### src/rtl/dynamic_threshold_step_counter_core_macros.svh
// Assertion macros for the dynamic threshold step counter core.
`ifndef DYNAMIC_THRESHOLD_STEP_COUNTER_CORE_MACROS_SVH
`define DYNAMIC_THRESHOLD_STEP_COUNTER_CORE_MACROS_SVH

// Check a condition in the same cycle as its trigger.
`define DTSC_ASSERT_SAME(lbl, ante, cons, msg) \
  lbl: assert property (@(posedge clk) disable iff (!rst_n) (ante) |-> (cons)) \
    else $error(msg);

// Check a condition in the cycle after its trigger.
`define DTSC_ASSERT_NEXT(lbl, ante, cons, msg) \
  lbl: assert property (@(posedge clk) disable iff (!rst_n) (ante) |=> (cons)) \
    else $error(msg);

`endif

### src/rtl/dtsc_pkg.sv
// Package: widths, reset values and register indexes of the step counter core.
`default_nettype none
package dtsc_pkg;

  localparam int ACCEL_W    = 16;
  localparam int COUNT_W    = 32;
  localparam int WLEN_W     = 8;
  localparam int CHG_W      = 15;
  localparam int CFG_IDX_W  = 1;
  localparam int CFG_DATA_W = 15;

  localparam logic [WLEN_W-1:0]         WLEN_RESET    = 8'd50;
  localparam logic [CHG_W-1:0]          CHG_RESET     = 15'd30;
  localparam logic signed [ACCEL_W-1:0] PEAK_MAX_INIT = -16'sd20;
  localparam logic signed [ACCEL_W-1:0] PEAK_MIN_INIT = 16'sd20;

  typedef enum logic [CFG_IDX_W-1:0] {
    CFG_WINDOW_LENGTH    = 1'b0,
    CFG_CHANGE_THRESHOLD = 1'b1
  } cfg_idx_t;

endpackage
`default_nettype wire

### src/rtl/dynamic_threshold_step_counter_core.sv
// Top level: dynamic threshold step counter, one accelerometer word per cycle while in_stall is low.
//
//   channel | ports                                      | handshake
//   --------+--------------------------------------------+-------------------
//   in      | in_valid, in_stall, in_accel_mg[15:0] s    | valid && !stall
//   out     | out_valid, out_stall, out_step_total[31:0] | valid && !stall
//   cfg     | cfg_valid, cfg_ready, cfg_index, cfg_data  | valid && ready
//
// One input word per clock while in_stall is low: all peak, filter and threshold
// work is combinational between the input port and the result register, which
// registers the step total (or the skid entry does, while the result is stalled).
// rst_n (synchronous, active low) clears the peak, filter and count state and
// restores window_length = 50 and change_threshold = 30.
// A one-entry skid register behind the result register keeps accepting while
// out_stall is high; in_stall rises only once the skid entry is occupied.
`default_nettype none
`include "dynamic_threshold_step_counter_core_macros.svh"
module dynamic_threshold_step_counter_core (
  input  wire logic                                  clk,
  input  wire logic                                  rst_n,
  // sample channel
  input  wire logic                                  in_valid,
  output logic                                       in_stall,
  input  wire logic signed [dtsc_pkg::ACCEL_W-1:0]   in_accel_mg,
  // result channel
  output logic                                       out_valid,
  input  wire logic                                  out_stall,
  output logic [dtsc_pkg::COUNT_W-1:0]               out_step_total,
  // configuration channel
  input  wire logic                                  cfg_valid,
  output logic                                       cfg_ready,
  input  wire logic [dtsc_pkg::CFG_IDX_W-1:0]        cfg_index,
  input  wire logic [dtsc_pkg::CFG_DATA_W-1:0]       cfg_data
);

  localparam int AW = dtsc_pkg::ACCEL_W;
  localparam int WW = dtsc_pkg::WLEN_W;
  localparam int CW = dtsc_pkg::COUNT_W;

  // configuration registers
  logic [WW-1:0]                 wlen_r;
  logic [dtsc_pkg::CHG_W-1:0]    chg_r;

  // algorithm state
  logic [WW-1:0]                 win_cnt_r, win_cnt_nxt;
  logic signed [AW-1:0]          run_max_r, run_max_nxt;
  logic signed [AW-1:0]          run_min_r, run_min_nxt;
  logic signed [AW-1:0]          prev_max_r, prev_max_nxt;
  logic signed [AW-1:0]          prev_min_r, prev_min_nxt;
  logic signed [AW-1:0]          filt_cur_r, filt_cur_nxt;
  logic signed [AW-1:0]          filt_prev_r;
  logic [CW-1:0]                 step_cnt_r, step_cnt_nxt;

  // output register and skid entry
  logic                          out_valid_r, skid_valid_r;
  logic [CW-1:0]                 out_data_r, skid_data_r;

  logic                          in_fire, out_fire;
  logic [WW:0]                   win_next;
  logic                          roll;
  logic signed [AW-1:0]          base_max, base_min;
  logic signed [AW:0]            diff;
  logic [AW:0]                   diff_mag;
  logic signed [AW:0]            peak_sum, peak_half;
  logic signed [AW-1:0]          thr;
  logic                          step_hit;

  assign in_fire   = in_valid && !in_stall;
  assign out_fire  = out_valid_r && !out_stall;
  assign in_stall  = skid_valid_r;
  assign cfg_ready = 1'b1;
  assign out_valid      = out_valid_r;
  assign out_step_total = out_data_r;

  // Window counter: count at one extra bit so a length of 255 still rolls.
  always_comb begin
    win_next    = {1'b0, win_cnt_r} + {{WW{1'b0}}, 1'b1};
    roll        = win_next > {1'b0, wlen_r};
    win_cnt_nxt = roll ? {{(WW-1){1'b0}}, 1'b1} : win_next[WW-1:0];
  end

  // Peak tracking: on rollover, copy the running pair back and restart it.
  always_comb begin
    prev_max_nxt = roll ? run_max_r : prev_max_r;
    prev_min_nxt = roll ? run_min_r : prev_min_r;
    base_max     = roll ? dtsc_pkg::PEAK_MAX_INIT : run_max_r;
    base_min     = roll ? dtsc_pkg::PEAK_MIN_INIT : run_min_r;
    run_max_nxt  = (in_accel_mg > base_max) ? in_accel_mg : base_max;
    run_min_nxt  = (in_accel_mg < base_min) ? in_accel_mg : base_min;
  end

  // Change filter: exact 17-bit difference, load the sample on a large move.
  always_comb begin
    diff         = {in_accel_mg[AW-1], in_accel_mg} - {filt_cur_r[AW-1], filt_cur_r};
    diff_mag     = diff[AW] ? $unsigned(-diff) : $unsigned(diff);
    filt_cur_nxt = (diff_mag > {2'b00, chg_r}) ? in_accel_mg : filt_cur_r;
  end

  // Threshold is the midpoint of the previous peaks, rounded toward zero.
  always_comb begin
    peak_sum  = {prev_max_nxt[AW-1], prev_max_nxt} + {prev_min_nxt[AW-1], prev_min_nxt};
    peak_half = (peak_sum + {{AW{1'b0}}, peak_sum[AW]}) >>> 1;
    thr       = peak_half[AW-1:0];
    // The old current value becomes the previous filtered value.
    step_hit     = (filt_cur_r > thr) && (filt_cur_nxt < thr);
    step_cnt_nxt = step_cnt_r + {{(CW-1){1'b0}}, step_hit};
  end

  // Configuration writes.
  always_ff @(posedge clk) begin
    if (!rst_n) begin
      wlen_r <= dtsc_pkg::WLEN_RESET;
      chg_r  <= dtsc_pkg::CHG_RESET;
    end else if (cfg_valid && cfg_ready) begin
      case (dtsc_pkg::cfg_idx_t'(cfg_index))
        dtsc_pkg::CFG_WINDOW_LENGTH:    wlen_r <= cfg_data[WW-1:0];
        dtsc_pkg::CFG_CHANGE_THRESHOLD: chg_r  <= cfg_data[dtsc_pkg::CHG_W-1:0];
        default: ;
      endcase
    end
  end

  // Algorithm state: advance on every accepted word.
  always_ff @(posedge clk) begin
    if (!rst_n) begin
      win_cnt_r   <= '0;
      run_max_r   <= dtsc_pkg::PEAK_MAX_INIT;
      run_min_r   <= dtsc_pkg::PEAK_MIN_INIT;
      prev_max_r  <= dtsc_pkg::PEAK_MAX_INIT;
      prev_min_r  <= dtsc_pkg::PEAK_MIN_INIT;
      filt_cur_r  <= '0;
      filt_prev_r <= '0;
      step_cnt_r  <= '0;
    end else if (in_fire) begin
      win_cnt_r   <= win_cnt_nxt;
      run_max_r   <= run_max_nxt;
      run_min_r   <= run_min_nxt;
      prev_max_r  <= prev_max_nxt;
      prev_min_r  <= prev_min_nxt;
      filt_cur_r  <= filt_cur_nxt;
      filt_prev_r <= filt_cur_r;
      step_cnt_r  <= step_cnt_nxt;
    end
  end

  // Result register with skid entry: drain skid first, keep word order.
  always_ff @(posedge clk) begin
    if (!rst_n) begin
      out_valid_r  <= 1'b0;
      skid_valid_r <= 1'b0;
    end else if (!out_valid_r || out_fire) begin
      if (skid_valid_r) begin
        out_valid_r  <= 1'b1;
        skid_valid_r <= 1'b0;
      end else begin
        out_valid_r  <= in_fire;
      end
    end else if (in_fire) begin
      skid_valid_r <= 1'b1;
    end
  end

  always_ff @(posedge clk) begin
    if (!out_valid_r || out_fire) begin
      out_data_r <= skid_valid_r ? skid_data_r : step_cnt_nxt;
    end
    if (out_valid_r && !out_fire && in_fire) begin
      skid_data_r <= step_cnt_nxt;
    end
  end

  // Assertions
  `DTSC_ASSERT_SAME(a_skid_behind_out, skid_valid_r, out_valid_r, "skid holds a word while output register is empty")
  `DTSC_ASSERT_NEXT(a_skid_fill, out_valid_r && out_stall && in_fire, skid_valid_r, "stalled result plus new word did not fill skid")
  `DTSC_ASSERT_NEXT(a_count_hold, !in_fire, step_cnt_r == $past(step_cnt_r), "step count moved without an accepted word")
  `DTSC_ASSERT_NEXT(a_peak_order, in_fire, run_max_r >= run_min_r, "running max fell below running min")

  // filt_prev_r mirrors the model's previous filtered slot.
  `DTSC_ASSERT_NEXT(a_filt_shift, in_fire, filt_prev_r == $past(filt_cur_r), "filter slots did not shift")

endmodule
`default_nettype wire
### config.mk
export PLATFORM = sky130hd
export DESIGN_NAME = dynamic_threshold_step_counter_core
export DESIGN_NICKNAME = d
export VERILOG_FILES = /design/src/rtl/dtsc_pkg.sv /design/src/rtl/dynamic_threshold_step_counter_core.sv
export VERILOG_INCLUDE_DIRS = /design/src /design/src/rtl
export SDC_FILE = /design/constraint.sdc
export NUM_CORES = 1
export LEC_CHECK = 0
export BUFFER_PORTS_ARGS = -buffer_cell sky130_fd_sc_hd__buf_2
export CORE_MARGIN = 5
export CORE_UTILIZATION = 60
export CTS_BUF_LIST = sky130_fd_sc_hd__clkbuf_8
export DETAILED_ROUTE_END_ITERATION = 12
export PLACE_DENSITY = 0.82
export SLEW_MARGIN = 20
export SYNTH_ARGS = -nofsm -noshare
export SYNTH_HDL_FRONTEND = slang
export SYNTH_SLANG_ARGS = --single-unit
### constraint.sdc
create_clock -name clk -period 13.8 [get_ports clk]
set_input_delay 1.38 -clock clk [delete_from_list [all_inputs] [get_ports clk]]
set_output_delay 1.38 -clock clk [all_outputs]
set_load 0.005 [all_outputs]
==> results.yml <==
timing:
  setup_tns_ns: 0
  rsz0062_at_grt: "false"
  slew_headroom: 0.296
  final-setup-viol-count: 0
  finalHoldViolCount: 0
  period_needed_ns: 11.60
  max_freq_mhz: 86.2
  fin_crit_sh: 0.840
  clock_skew_ns: 0.0312
  tightestPinTransition_ns: 1.05
  slew_violations: 0
finish:
  syn_to_final_growth_pct: 8.78
  layout.cells.non_filler: 1932
  diodes: 0
  drive_gt1_frac: 0.121
  stdcell_area_um2: 14900
  finalNetCount: 1764
setup_path:
  cp_max_fo: 34
  cp.arrival_ns: 11.87
  cpMaxStageDelayCell: "a31oi_4"
  r2r_end: "out_step_total[31]$_DFFE_PP_"
  slowest_delay_ns: 0.82
  r2r_cells: 46
  critPathKind: "reg -> reg"
  start_kind: "flop"
  required_ns: 14.07
  reg2reg_slack_ns: 2.20
  critical_path.startpoint: "win_cnt_r[0]$_SDFFE_PN0P_"
  crit_end: "out_step_total[31]$_DFFE_PP_"
  r2r-start: "win_cnt_r[0]$_SDFFE_PN0P_"
  cp-end-kind: "flop"
drt:
  met3_length_mm: 2.21
  wl_met2_mm: 14.9
  ant_nets: 0
  routed_wl_mm: 32.3
  top_layer_used: "met4"
  drt_iter0_drc: 759
  m1WireLength_mm: 14.0
  dr.pass1.iters: 5
  routedWlPerCell_um: 16.7
  viasPerCell: 5.89
  num_vias: 11400
  drc: 0
clock_tree:
  clock-sinks: 209
  clkLatencyLatePin_ns: 0.55
  root_buffer: "clkbuf_8"
  cts_tree: "done"
  post_cts_resized: 0
  clock_tree.buffer_depth: 3
  cts_max_level: 2
  cts-hold-fix-buffers: 0
  clk_pin_slew_ns: 0.06
  cts-buffers-inserted: 36
  cts_setup_buffers: 0
logic_synthesis:
  synth_common_cells: "301 x nand2_1, 145 x dfxtp_1, 113 x nor2_1, 105 x ha_1, 82 x xnor2_1"
  synthCells: 1574
  synth_edf_count: 64
  syn-cell-area_um2: 13700
  syn-num-nets: 1718
  ys_types: 85
  synth_top_flop_cell: "dfxtp_1"
  yosysMostFrequentCell: "nand2_1"
  yosysWarnings: 0
  netlist_top_cells_area: "dfxtp_1 21%, edfxtp_1 14%, ha_1 9.6%"
  syn_avg_cell_area_um2: 8.68
  synth-async-reset-ratio: 0
  yosys.area.top_type: "dfxtp_1"
  ys_seq_area_frac: 0.353
  synth_seq_cells: 209
  yosysTopAreaCellShare: 0.213
power_and_ir_drop:
  switchingPower_uw: 688
  pwr-share-seq: 0.358
  ir_drop_mv: 0.0922
  power_mw: 1.94
  intPower_mw: 1.25
  pwr-share-clk: 0.281
  switching_share: 0.355
  p_leak_nw: 6.62
  p_per_area_nw_per_um2: 131
  p_comb_frac: 0.361
die:
  std_cell_rows: 55
  die_h_um: 161
  initial_core_util: 0.607
  core_um2: 22500
  die_x_um: 161
  pin_count: 72
  die_area_um2: 25900
grt:
  grt-ovfl-total: 0
  antenna_found_initial: 0
  grt_pass1_wl_mm: 54.0
  track_usage: 0.247
  grt_pass1_vias: 11300
  grt_max_degree: 76
placed_design:
  portBuffers: 70
  place_area_um2: 14200
  dpl.hpwl_mm: 23.0
  dp.cells: 1867
  gp_congestion: 0.944
status:
  status: "finished clean"
hold_path:
  hp-class: "reg -> reg"
  hold_start: "wlen_r[2]$_SDFFE_PN0P_"
run:
  drv_cap: 0
-- stage by stage --
step | setup slack [ns] | hold WS [ns] | util
floorplan | 3.67 | 0.440 | -
global placement | 2.80 | 0.449 | 0.630
detailed placement | 2.37 | 0.458 | 0.630
CTS | 2.29 | 0.467 | 0.660
global route | 1.26 | 0.498 | 0.660
finish | 2.20 | 0.465 | 0.660
-- final cells by class --
class | instances | area (um^2)
clock buffer | 39 | 537
inverter | 71 | 267
tap | 285 | 357
timing repair buffer | 80 | 428
sequential | 209 | 4820
clock inverter | 26 | 154
multi-input combinational | 1222 | 8290
fill | 1813 | 7640
-- cell families after synthesis --
| group | count (synthesis) | synth area share |
|---|---|---|
| DFF | 209 | 0.353 |
| other | 1 | 0.000275 |
| muxes | 75 | 0.0597 |
| xor gates and xnor gates | 123 | 0.0809 |
| adders and majority gates | 114 | 0.104 |
| AOI/OAI and AO/OA | 267 | 0.143 |
| and+or+nand+nor | 642 | 0.217 |
| buffers and inverters | 143 | 0.0417 |
-- state kept, by name, summed over array words and instances, names as in the netlist --
name	cells
step_cnt_r	32
skid_data_r	32
out_step_total	32
run_max_r	16
win_cnt_r	8
prev_max_r	16
chg_r	15
filt_cur_r	16
run_min_r	16
in_stall	1
prev_min_r	16
wlen_r	8
out_valid	1
-- power groups by stage --
stage,clock network (mW),registers (mW),logic (mW)
6_report,0.545,0.695,0.700
5_1_grt,0.589,0.698,0.773
4_1_cts,0.558,0.694,0.691
3_5_place_dp,0,0.707,0.684
3_3_place_gp,0,0.706,0.661
2_1_floorplan,0,0.701,0.546
-- critical path, delay by kind of cell (launching register included) --
family | cells | cell delay, ns
compound gates | 17 | 4.34
flops | 1 | 0.35
xor+xnor | 2 | 0.40
simple gates | 19 | 4.29
fa+ha+maj | 6 | 1.57
buf+inv | 1 | 0.08
mux | 1 | 0.27
-- placed cells by master (no fill, tap or decap), types with 6 or more instances in the layout --
cell and count:
nand2_1 301, dfxtp_1 145, nor2_1 112, ha_1 105, xnor2_1 82, inv_1 79, buf_2 69, edfxtp_1 64
nand3_1 47, o21ai_0 42, and2_1 42, mux2_2 40, xor2_1 39, clkbuf_8 39, a21oi_1 36, mux2i_1 32
a21boi_0 29, and3_1 27, a21o_1 25, nand4_1 21, o21a_1 21, nor2b_1 20, nor3b_1 19, o22ai_1 17
nor3_1 16, o211ai_1 14, o211a_1 13, buf_4 11, clkinv_2 8, nand2b_1 7, maj3_1 7, or3_1 6
a211oi_1 6
-- worst min path at each step --
stage	endpoint	cells past startpoint
floorplan	prev_max_r[10]$_SDFFE_PN1P_	2
global placement	prev_max_r[2]$_SDFFE_PN1P_	2
CTS	wlen_r[3]$_SDFFE_PN0P_	2
finish	wlen_r[2]$_SDFFE_PN0P_	2
global route	wlen_r[0]$_SDFFE_PN0P_	2
detailed placement	wlen_r[2]$_SDFFE_PN0P_	2
-- per-layer routing --
| layer | track usage | vias to the layer above |
|---|---|---|
| met3 | 0.0441 | 94 |
| met4 | 0.0900 | 0 |
| met1 | 0.316 | 5322 |
| met2 | 0.421 | 387 |
| met5 | 0 | - |
| li1 | - | 5576 |
No activity file was read; power rests on OpenSTA's default activity.
